[src/design/slm_pkg.sv]
`timescale 1ns / 1ps

package slm_pkg;

    // Element width of both lists and of the merged output
    localparam int unsigned ELEM_W = 32;

    // Item kind codes
    localparam logic [1:0] KIND_PUSH_A = 2'd0;
    localparam logic [1:0] KIND_PUSH_B = 2'd1;
    localparam logic [1:0] KIND_RUN    = 2'd2;

    // Input transfer payload
    typedef struct packed {
        logic [1:0]               kind;
        logic signed [ELEM_W-1:0] value;
    } slm_in_t;

    // Output transfer payload
    typedef struct packed {
        logic signed [ELEM_W-1:0] merged_value;
        logic                     last;
        logic                     overflow;
    } slm_out_t;

    // Sequencer states
    typedef enum logic [1:0] {
        ST_IDLE,
        ST_READ,
        ST_EMIT
    } state_t;

endpackage

[src/design/slm_list_mem.sv]
`timescale 1ns / 1ps

module slm_list_mem #(
    parameter int unsigned DEPTH  = 32,
    parameter int unsigned ADDR_W = 5
) (
    input  logic                              aclk,
    input  logic                              wr_en,
    input  logic [ADDR_W-1:0]                 wr_addr,
    input  logic signed [slm_pkg::ELEM_W-1:0] wr_data,
    input  logic [ADDR_W-1:0]                 rd_addr,
    output logic signed [slm_pkg::ELEM_W-1:0] rd_data
);

    logic signed [slm_pkg::ELEM_W-1:0] mem [DEPTH];
    logic signed [slm_pkg::ELEM_W-1:0] rd_data_reg;

    // Single write port
    always_ff @(posedge aclk) begin
        if (wr_en) begin
            mem[wr_addr] <= wr_data;
        end
    end

    // Registered read port
    always_ff @(posedge aclk) begin
        rd_data_reg <= mem[rd_addr];
    end

    assign rd_data = rd_data_reg;

endmodule

[src/design/slm_seq.sv]
`timescale 1ns / 1ps

module slm_seq #(
    parameter int unsigned DEPTH   = 32,
    parameter int unsigned ADDR_W  = 5,
    parameter int unsigned COUNT_W = 6
) (
    input  logic                              aclk,
    input  logic                              aresetn,
    // input channel
    input  logic                              s_valid,
    output logic                              s_ready,
    input  slm_pkg::slm_in_t                  s_data,
    // result channel
    output logic                              m_valid,
    input  logic                              m_ready,
    output slm_pkg::slm_out_t                 m_data,
    // list A memory
    output logic                              a_we,
    output logic [ADDR_W-1:0]                 a_waddr,
    output logic [ADDR_W-1:0]                 a_raddr,
    input  logic signed [slm_pkg::ELEM_W-1:0] a_rdata,
    // list B memory
    output logic                              b_we,
    output logic [ADDR_W-1:0]                 b_waddr,
    output logic [ADDR_W-1:0]                 b_raddr,
    input  logic signed [slm_pkg::ELEM_W-1:0] b_rdata
);

    localparam logic [COUNT_W-1:0] DEPTH_C = COUNT_W'(DEPTH);
    localparam logic [COUNT_W-1:0] ONE_C   = COUNT_W'(1);

    slm_pkg::state_t   state_reg, state_next;
    logic [COUNT_W-1:0] cnt_a_reg, cnt_a_next;
    logic [COUNT_W-1:0] cnt_b_reg, cnt_b_next;
    logic [COUNT_W-1:0] ptr_a_reg, ptr_a_next;
    logic [COUNT_W-1:0] ptr_b_reg, ptr_b_next;
    logic               drop_reg, drop_next;
    logic               out_valid_reg, out_valid_next;
    slm_pkg::slm_out_t  out_data_reg, out_data_next;

    logic in_xfer;
    logic out_free;
    logic is_push_a;
    logic is_push_b;
    logic is_run;
    logic lists_empty;
    logic a_avail;
    logic b_avail;
    logic take_a;
    logic [COUNT_W-1:0] ptr_a_adv;
    logic [COUNT_W-1:0] ptr_b_adv;
    logic done;

    // Handshake and decode
    assign s_ready     = (state_reg == slm_pkg::ST_IDLE);
    assign in_xfer     = s_valid && s_ready;
    assign out_free    = !out_valid_reg || m_ready;
    assign is_push_a   = (s_data.kind == slm_pkg::KIND_PUSH_A);
    assign is_push_b   = (s_data.kind == slm_pkg::KIND_PUSH_B);
    assign is_run      = (s_data.kind == slm_pkg::KIND_RUN);
    assign lists_empty = (cnt_a_reg == '0) && (cnt_b_reg == '0);

    // Shared compare unit: strict signed less-than, B wins ties
    assign a_avail   = (ptr_a_reg < cnt_a_reg);
    assign b_avail   = (ptr_b_reg < cnt_b_reg);
    assign take_a    = a_avail && (!b_avail || (a_rdata < b_rdata));
    assign ptr_a_adv = take_a ? ptr_a_reg + ONE_C : ptr_a_reg;
    assign ptr_b_adv = take_a ? ptr_b_reg : ptr_b_reg + ONE_C;
    assign done      = (ptr_a_adv == cnt_a_reg) && (ptr_b_adv == cnt_b_reg);

    // Memory ports
    assign a_we    = in_xfer && is_push_a && (cnt_a_reg < DEPTH_C);
    assign b_we    = in_xfer && is_push_b && (cnt_b_reg < DEPTH_C);
    assign a_waddr = cnt_a_reg[ADDR_W-1:0];
    assign b_waddr = cnt_b_reg[ADDR_W-1:0];
    assign a_raddr = ptr_a_reg[ADDR_W-1:0];
    assign b_raddr = ptr_b_reg[ADDR_W-1:0];

    // Next state
    always_comb begin
        state_next = state_reg;
        case (state_reg)
            slm_pkg::ST_IDLE: begin
                if (in_xfer && is_run && !lists_empty) begin
                    state_next = slm_pkg::ST_READ;
                end
            end
            slm_pkg::ST_READ: begin
                state_next = slm_pkg::ST_EMIT;
            end
            slm_pkg::ST_EMIT: begin
                if (out_free) begin
                    state_next = done ? slm_pkg::ST_IDLE : slm_pkg::ST_READ;
                end
            end
            default: begin
                state_next = slm_pkg::ST_IDLE;
            end
        endcase
    end

    // Datapath and output register updates
    always_comb begin
        cnt_a_next     = cnt_a_reg;
        cnt_b_next     = cnt_b_reg;
        ptr_a_next     = ptr_a_reg;
        ptr_b_next     = ptr_b_reg;
        drop_next      = drop_reg;
        out_valid_next = out_valid_reg && !m_ready;
        out_data_next  = out_data_reg;
        case (state_reg)
            slm_pkg::ST_IDLE: begin
                if (in_xfer) begin
                    if (is_push_a) begin
                        if (a_we) begin
                            cnt_a_next = cnt_a_reg + ONE_C;
                        end else begin
                            drop_next = 1'b1;
                        end
                    end else if (is_push_b) begin
                        if (b_we) begin
                            cnt_b_next = cnt_b_reg + ONE_C;
                        end else begin
                            drop_next = 1'b1;
                        end
                    end else if (is_run) begin
                        ptr_a_next = '0;
                        ptr_b_next = '0;
                        // empty run: nothing to emit, just clear the flag
                        if (lists_empty) begin
                            drop_next = 1'b0;
                        end
                    end
                end
            end
            slm_pkg::ST_EMIT: begin
                if (out_free) begin
                    out_valid_next             = 1'b1;
                    out_data_next.merged_value = take_a ? a_rdata : b_rdata;
                    out_data_next.last         = done;
                    out_data_next.overflow     = drop_reg;
                    ptr_a_next                 = ptr_a_adv;
                    ptr_b_next                 = ptr_b_adv;
                    if (done) begin
                        cnt_a_next = '0;
                        cnt_b_next = '0;
                        drop_next  = 1'b0;
                    end
                end
            end
            default: begin
            end
        endcase
    end

    // Control registers
    always_ff @(posedge aclk) begin
        if (!aresetn) begin
            state_reg     <= slm_pkg::ST_IDLE;
            cnt_a_reg     <= '0;
            cnt_b_reg     <= '0;
            ptr_a_reg     <= '0;
            ptr_b_reg     <= '0;
            drop_reg      <= 1'b0;
            out_valid_reg <= 1'b0;
        end else begin
            state_reg     <= state_next;
            cnt_a_reg     <= cnt_a_next;
            cnt_b_reg     <= cnt_b_next;
            ptr_a_reg     <= ptr_a_next;
            ptr_b_reg     <= ptr_b_next;
            drop_reg      <= drop_next;
            out_valid_reg <= out_valid_next;
        end
    end

    // Output payload register
    always_ff @(posedge aclk) begin
        out_data_reg <= out_data_next;
    end

    assign m_valid = out_valid_reg;
    assign m_data  = out_data_reg;

endmodule

[src/design/sorted_list_merge_core.sv]
`timescale 1ns / 1ps
// Two-way merge of sorted lists of signed 32-bit elements.
// Input channel (s_valid/s_ready/s_data): each transfer carries a kind and a
// value. Push A / push B append the value to that list; a push to a full
// list (LIST_DEPTH entries) is dropped and sets a sticky overflow flag.
// Kind code 3 is ignored. A run transfer merges both lists.
// Result channel (m_valid/m_ready/m_data): one transfer per stored element,
// ascending signed order, ties give list B first; last marks the final
// element and overflow repeats the sticky flag on every result of the run.
// After a run both lists are empty and the flag is clear; a run on empty
// lists emits nothing and only clears the flag.
// Pushes are accepted back to back. A run on non-empty lists holds s_ready
// low and handles each element as a registered memory read, then a compare
// and emit through the one shared comparator; it waits while m_ready is low.
// A finished result waits in the output register while m_ready is low; the
// merge pauses until it is taken, and pushes are taken again once the final
// result is in the output register.
// Reset (aresetn low, synchronous) empties both lists and clears the flag
// and m_valid; list contents need no clearing.

module sorted_list_merge_core #(
    parameter int unsigned LIST_DEPTH = 32
) (
    input  logic              aclk,
    input  logic              aresetn,
    input  logic              s_valid,
    output logic              s_ready,
    input  slm_pkg::slm_in_t  s_data,
    output logic              m_valid,
    input  logic              m_ready,
    output slm_pkg::slm_out_t m_data
);

    localparam int unsigned ADDR_W  = (LIST_DEPTH > 1) ? $clog2(LIST_DEPTH) : 1;
    localparam int unsigned COUNT_W = $clog2(LIST_DEPTH + 1);

    logic                              a_we;
    logic [ADDR_W-1:0]                 a_waddr;
    logic [ADDR_W-1:0]                 a_raddr;
    logic signed [slm_pkg::ELEM_W-1:0] a_rdata;
    logic                              b_we;
    logic [ADDR_W-1:0]                 b_waddr;
    logic [ADDR_W-1:0]                 b_raddr;
    logic signed [slm_pkg::ELEM_W-1:0] b_rdata;

    // List A storage
    slm_list_mem #(
        .DEPTH  (LIST_DEPTH),
        .ADDR_W (ADDR_W)
    ) u_mem_a (
        .aclk    (aclk),
        .wr_en   (a_we),
        .wr_addr (a_waddr),
        .wr_data (s_data.value),
        .rd_addr (a_raddr),
        .rd_data (a_rdata)
    );

    // List B storage
    slm_list_mem #(
        .DEPTH  (LIST_DEPTH),
        .ADDR_W (ADDR_W)
    ) u_mem_b (
        .aclk    (aclk),
        .wr_en   (b_we),
        .wr_addr (b_waddr),
        .wr_data (s_data.value),
        .rd_addr (b_raddr),
        .rd_data (b_rdata)
    );

    // Merge sequencer with shared comparator and output register
    slm_seq #(
        .DEPTH   (LIST_DEPTH),
        .ADDR_W  (ADDR_W),
        .COUNT_W (COUNT_W)
    ) u_seq (
        .aclk    (aclk),
        .aresetn (aresetn),
        .s_valid (s_valid),
        .s_ready (s_ready),
        .s_data  (s_data),
        .m_valid (m_valid),
        .m_ready (m_ready),
        .m_data  (m_data),
        .a_we    (a_we),
        .a_waddr (a_waddr),
        .a_raddr (a_raddr),
        .a_rdata (a_rdata),
        .b_we    (b_we),
        .b_waddr (b_waddr),
        .b_raddr (b_raddr),
        .b_rdata (b_rdata)
    );

`ifndef NO_ASSERTIONS
    // one item never writes both lists
    a_one_list_write: assert property (@(posedge aclk) disable iff (!aresetn)
        !(a_we && b_we))
        else $error("both list memories written in one cycle");

    // list writes only on an accepted push
    a_write_on_xfer: assert property (@(posedge aclk) disable iff (!aresetn)
        (a_we || b_we) |-> (s_valid && s_ready))
        else $error("list write without an input transfer");

    // writes stay inside the list depth
    a_write_in_range: assert property (@(posedge aclk) disable iff (!aresetn)
        (a_we |-> (int'(a_waddr) < LIST_DEPTH)) and (b_we |-> (int'(b_waddr) < LIST_DEPTH)))
        else $error("list write address beyond depth");

    // the block only goes busy after accepting a run item
    a_busy_after_run: assert property (@(posedge aclk) disable iff (!aresetn)
        $fell(s_ready) |-> $past(s_valid && (s_data.kind == slm_pkg::KIND_RUN)))
        else $error("input stalled without a run transfer");
`endif

endmodule

[config.mk]
export PLATFORM = sky130hd
export DESIGN_NAME = sorted_list_merge_core
export DESIGN_NICKNAME = d
export VERILOG_FILES = /design/src/design/slm_pkg.sv /design/src/design/slm_list_mem.sv /design/src/design/slm_seq.sv /design/src/design/sorted_list_merge_core.sv
export SDC_FILE = /design/constraint.sdc
export NUM_CORES = 2
export LEC_CHECK = 0
export BUFFER_PORTS_ARGS = -buffer_cell sky130_fd_sc_hd__buf_2
export CORE_MARGIN = 8
export CORE_UTILIZATION = 43
export CTS_BUF_LIST = sky130_fd_sc_hd__clkbuf_4
export DETAILED_ROUTE_END_ITERATION = 7
export PLACE_DENSITY = 0.55
export REMOVE_ABC_BUFFERS = 1
export SLEW_MARGIN = 20
export SYNTH_ARGS = -nofsm -noshare
export SYNTH_HDL_FRONTEND = slang
export SYNTH_SLANG_ARGS = --single-unit
[constraint.sdc]
create_clock -name aclk -period 4.75 [get_ports aclk]
set_input_delay 0.475 -clock aclk [delete_from_list [all_inputs] [get_ports aclk]]
set_output_delay 0.475 -clock aclk [all_outputs]
set_load 0.01 [all_outputs]
==> flow_summary_export.csv <==
group,metric,value,unit
worst_setup_path,crit_arrival,5.26,ns
final_layout,instances_no_fill,7140,
power_and_ir_drop,p_per_area,393.5,nW/um^2
die,die-area,207800,sq um
sta,max_freq,246.0,MHz
die,initial_core_util,0.4325,
worst_setup_path,critPathMostFrequentCell,"a21oi_1",
worst_setup_path,path_buf_inv,2,
global_routing,gr-total-overflow,0,
worst_setup_path,cpPeakStageDelay,0.56,ns
sta,tightest_slew,1.098,ns
power_and_ir_drop,switching_share,0.2113,
drt,drtAntennaViolNets,0,
die,die_x,455.9,microns
place,dpl_cell_area,87860,sq um
drt,drc_errors,0,
logic_synthesis,synthArstFlopShare,0,
clock_network,post_cts_resized,0,
worst_setup_path,cp_cell_sequence,"inv_1, ha_1, a21oi_1, o21ai_1, a2111oi_2, or4b_1, o211a_2, and2_4, mux2i_1, a211o_2, o21ai_2, a21oi_1, dlygate4sd3_1",
sta,post-route-min-period,4.066,ns
drt,dr_total_vias,40360,
drt,viasPerCell,5.652,
min_path,hold_start,"s_data[23]",
sta,period_share,0.8559,
drt,routed_wl,212.7,mm
worst_setup_path,endpoint_kind,"register",
logic_synthesis,yosys_warnings,0,
clock_network,cts_tree,"done",
clock_network,clk_path_buf_depth,4,
logic_synthesis,yosysTopAreaCellShare,0.7513,
clock_network,post_cts_buffers,0,
clock_network,htreeDepth,6,
power_and_ir_drop,p_comb_frac,0.017,
sta,finalHoldViolCount,0,
final_layout,finalInstanceArea,95310,sq um
sta,rsz0062_at_grt,"false",
logic_synthesis,synthDistinctLibCells,60,
global_routing,grt_max_degree,142,
power_and_ir_drop,clkPwrFrac,0.422,
worst_setup_path,start_kind,"register",
global_routing,grt_pass1_vias,42290,
global_routing,grt_pass1_wl,304.9,mm
drt,drt_iter0_markers,3992,
sta,holdWs,0.2010,ns
worst_setup_path,cp_top_family,"compound AO/OA/AOI/OAI gates",
die,core_area,192400,sq um
place,place_inst,6112,
logic_synthesis,post-synth-top-count-cell,"edfxtp_1",
global_routing,antenna_found_initial,15,
logic_synthesis,synthesis.area,83210,sq um
drt,dr.pass1.iters,7,
logic_synthesis,synth_ff_type,"edfxtp_1",
global_routing,track_usage,0.2014,
logic_synthesis,yosysTopAreaCell,"edfxtp_1",
min_path,min_to,"u_mem_b.mem[2][23]$_DFFE_PP_",
min_path,hold_class,"in2reg",
clock_network,clock-sinks,2174,
die,ios,74,
worst_setup_path,r2r-start,"u_seq.cnt_b_reg[2]$_SDFFE_PN0P_",
final_layout,drive_above_1_share,0.4058,
flow_run,drv_cap,0,
clock_network,cts_root_buf,"clkbuf_4",
worst_setup_path,r2r_cells,13,
worst_setup_path,r2r_slack,0.68,ns
min_path,holdPathStages,2,
final_layout,final_nets,4306,
clock_network,insertion_delay,1.34,ns
logic_synthesis,synth_seq_area_share,0.7735,
power_and_ir_drop,seqPwrFrac,0.561,
worst_setup_path,required,5.94,ns
logic_synthesis,ys_top_cells_by_count,"2082 x edfxtp_1, 640 x mux4_2, 120 x clkbuf_1",
power_and_ir_drop,power.leakage,29.64,nW
worst_setup_path,crit_type,"reg2reg",
sta,relSlewSlack,0.2659,
power_and_ir_drop,peakVddDrop,228.6,uV
logic_synthesis,synth.area.top_cells,"edfxtp_1 75%, mux4_2 17%, dfxtp_1 2.2%",
outcome,status,"complete, no violations",
worst_setup_path,critPathMaxFanout,15,
worst_setup_path,r2r_end,"u_seq.cnt_a_reg[3]$_SDFFE_PN0P_",
place,hpwl,115.0,mm
power_and_ir_drop,p_int,0.02958,W
logic_synthesis,synthCells,3568,
logic_synthesis,synth_edf_count,2082,
clock_network,cts_buffers,583,
final_layout,area_growth,14.54,%
worst_setup_path,critPathSlowestCell,"dlygate4sd3_1",
die,rows,161,
logic_synthesis,syn_area_per_cell,23.32,sq um
clock_network,clk_pin_slew_worst_paths,0.06,ns
logic_synthesis,ys_ff_latch,2174,
sta,drv_slew,0,
drt,wl_per_cell,29.79,microns
sta,setup_viol,0,
power_and_ir_drop,switchingPower,0.007925,W
final_layout,fill_cells,15620,
place,gp_congestion,0.7752,
sta,skew,0.07047,ns
place,numPortBuffers,73,
die,die_h,455.9,microns
[cells by family after synthesis]
family | share of synthesized area
compound gates | 0.009669
xor+xnor | 0.001789
fa+ha+maj | 0.008120
buf+inv | 0.01056
flops | 0.7735
mux | 0.1823
simple gates | 0.01413
[layout make-up]
type / instances / area, sq um / share of cell area
flip-flops and latches: 2174 / 64390 / 0.6756
inverters: 49 / 183.9 / 0.001930
multi-input cells: 1166 / 18450 / 0.1936
well taps: 2526 / 3161 / 0.03316
diodes: 13 / 32.53 / 0.0003413
repair buffers: 240 / 2115 / 0.02219
clock buffers: 853 / 6404 / 0.06719
clock inverters: 119 / 569.3 / 0.005973
[how the worst max path moves through the flow]
stage                                    start  cells past startpoint                               to  slack [ns]
6_report       u_seq.cnt_b_reg[2]$_SDFFE_PN0P_                     13  u_seq.cnt_a_reg[3]$_SDFFE_PN0P_        0.68
5_1_grt        u_seq.cnt_b_reg[2]$_SDFFE_PN0P_                     13  u_seq.cnt_a_reg[3]$_SDFFE_PN0P_        0.39
4_1_cts            u_mem_a.rd_data[31]$_DFF_P_                     12  u_seq.cnt_a_reg[3]$_SDFFE_PN0P_        0.62
3_5_place_dp       u_mem_b.rd_data[31]$_DFF_P_                     10        u_seq.m_data[2]$_DFFE_PP_        1.05
3_3_place_gp       u_mem_b.rd_data[31]$_DFF_P_                     10        u_seq.m_data[2]$_DFFE_PP_        1.05
2_1_floorplan  u_seq.ptr_b_reg[0]$_SDFFE_PN0P_                      8  u_seq.cnt_b_reg[5]$_SDFFE_PN0P_       -8.18
[cells in the final DEF, fill, tap and decap left out, drive strengths merged, types with 3 or more instances in the layout]
cell type    Yosys  routed
edfxtp        2082    2082
clkbuf         120     853
mux4           640     640
buf             59     197
clkinv           2     108
nor2            99      99
dfxtp           92      92
nand2           85      85
mux2            65      65
inv             47      56
ha              54      54
o21ai           47      47
dlygate4sd3      0      43
a21oi           32      32
nand3           26      26
diode            0      13
nand4           13      13
nor3             9       9
xnor2            9       9
xor2             8       8
and3             7       7
a311oi           6       6
a21o             5       5
nor4             5       5
nor2b            4       4
a211oi           4       4
nand2b           4       4
nor3b            4       4
a41o             4       4
bufinv           0       4
and2             4       4
o21a             3       3
a211o            3       3
o211a            3       3
[stage by stage]
step                      utilization  setup TNS, ns  total power, W  setup WS (ns)
after floorplan                     -        -904.69         0.02166         -8.183
after global placement         0.4563              0         0.02206          1.050
after detailed placement       0.4567              0         0.02208          1.046
after CTS                      0.4952              0         0.03804         0.6222
after global routing           0.4954              0         0.03903         0.3935
final                          0.4954              0         0.03750         0.6843
[routing by layer]
metal  wire, microns  part of all wire  global-route usage
met1           91890              0.43              0.2823
met4            4917             0.023             0.06006
met2          102800              0.48              0.3223
met3           13070             0.061             0.04056
met5              11          0.000052                   0
[worst register-to-register path, cell delays in order, from the launching register on]
cell           delay [ns]
dfxtp_1              0.55
inv_1                0.21
ha_1                 0.35
a21oi_1              0.15
o21ai_1              0.14
a2111oi_2            0.29
or4b_1               0.46
o211a_2              0.19
and2_4               0.21
mux2i_1              0.17
a211o_2              0.30
o21ai_2              0.27
a21oi_1              0.10
dlygate4sd3_1        0.56
[power by group through the flow]
stage	Clock, W	Sequential, W	Combinational, W
floorplan	0	0.0215	0.000194
finish	0.0158	0.0210	0.000642
detailed placement	0	0.0215	0.000622
CTS	0.0163	0.0210	0.000650
global route	0.0173	0.0210	0.000701
global placement	0	0.0215	0.000603
[what timing repair did]
item | 4_1_cts | 5_1_grt
endpoints found under the setup margin | 0 | 0
hold endpoints to repair | 2076 | 0
hold buffers | 43 | 0
Power figures use the tool's default switching activity.
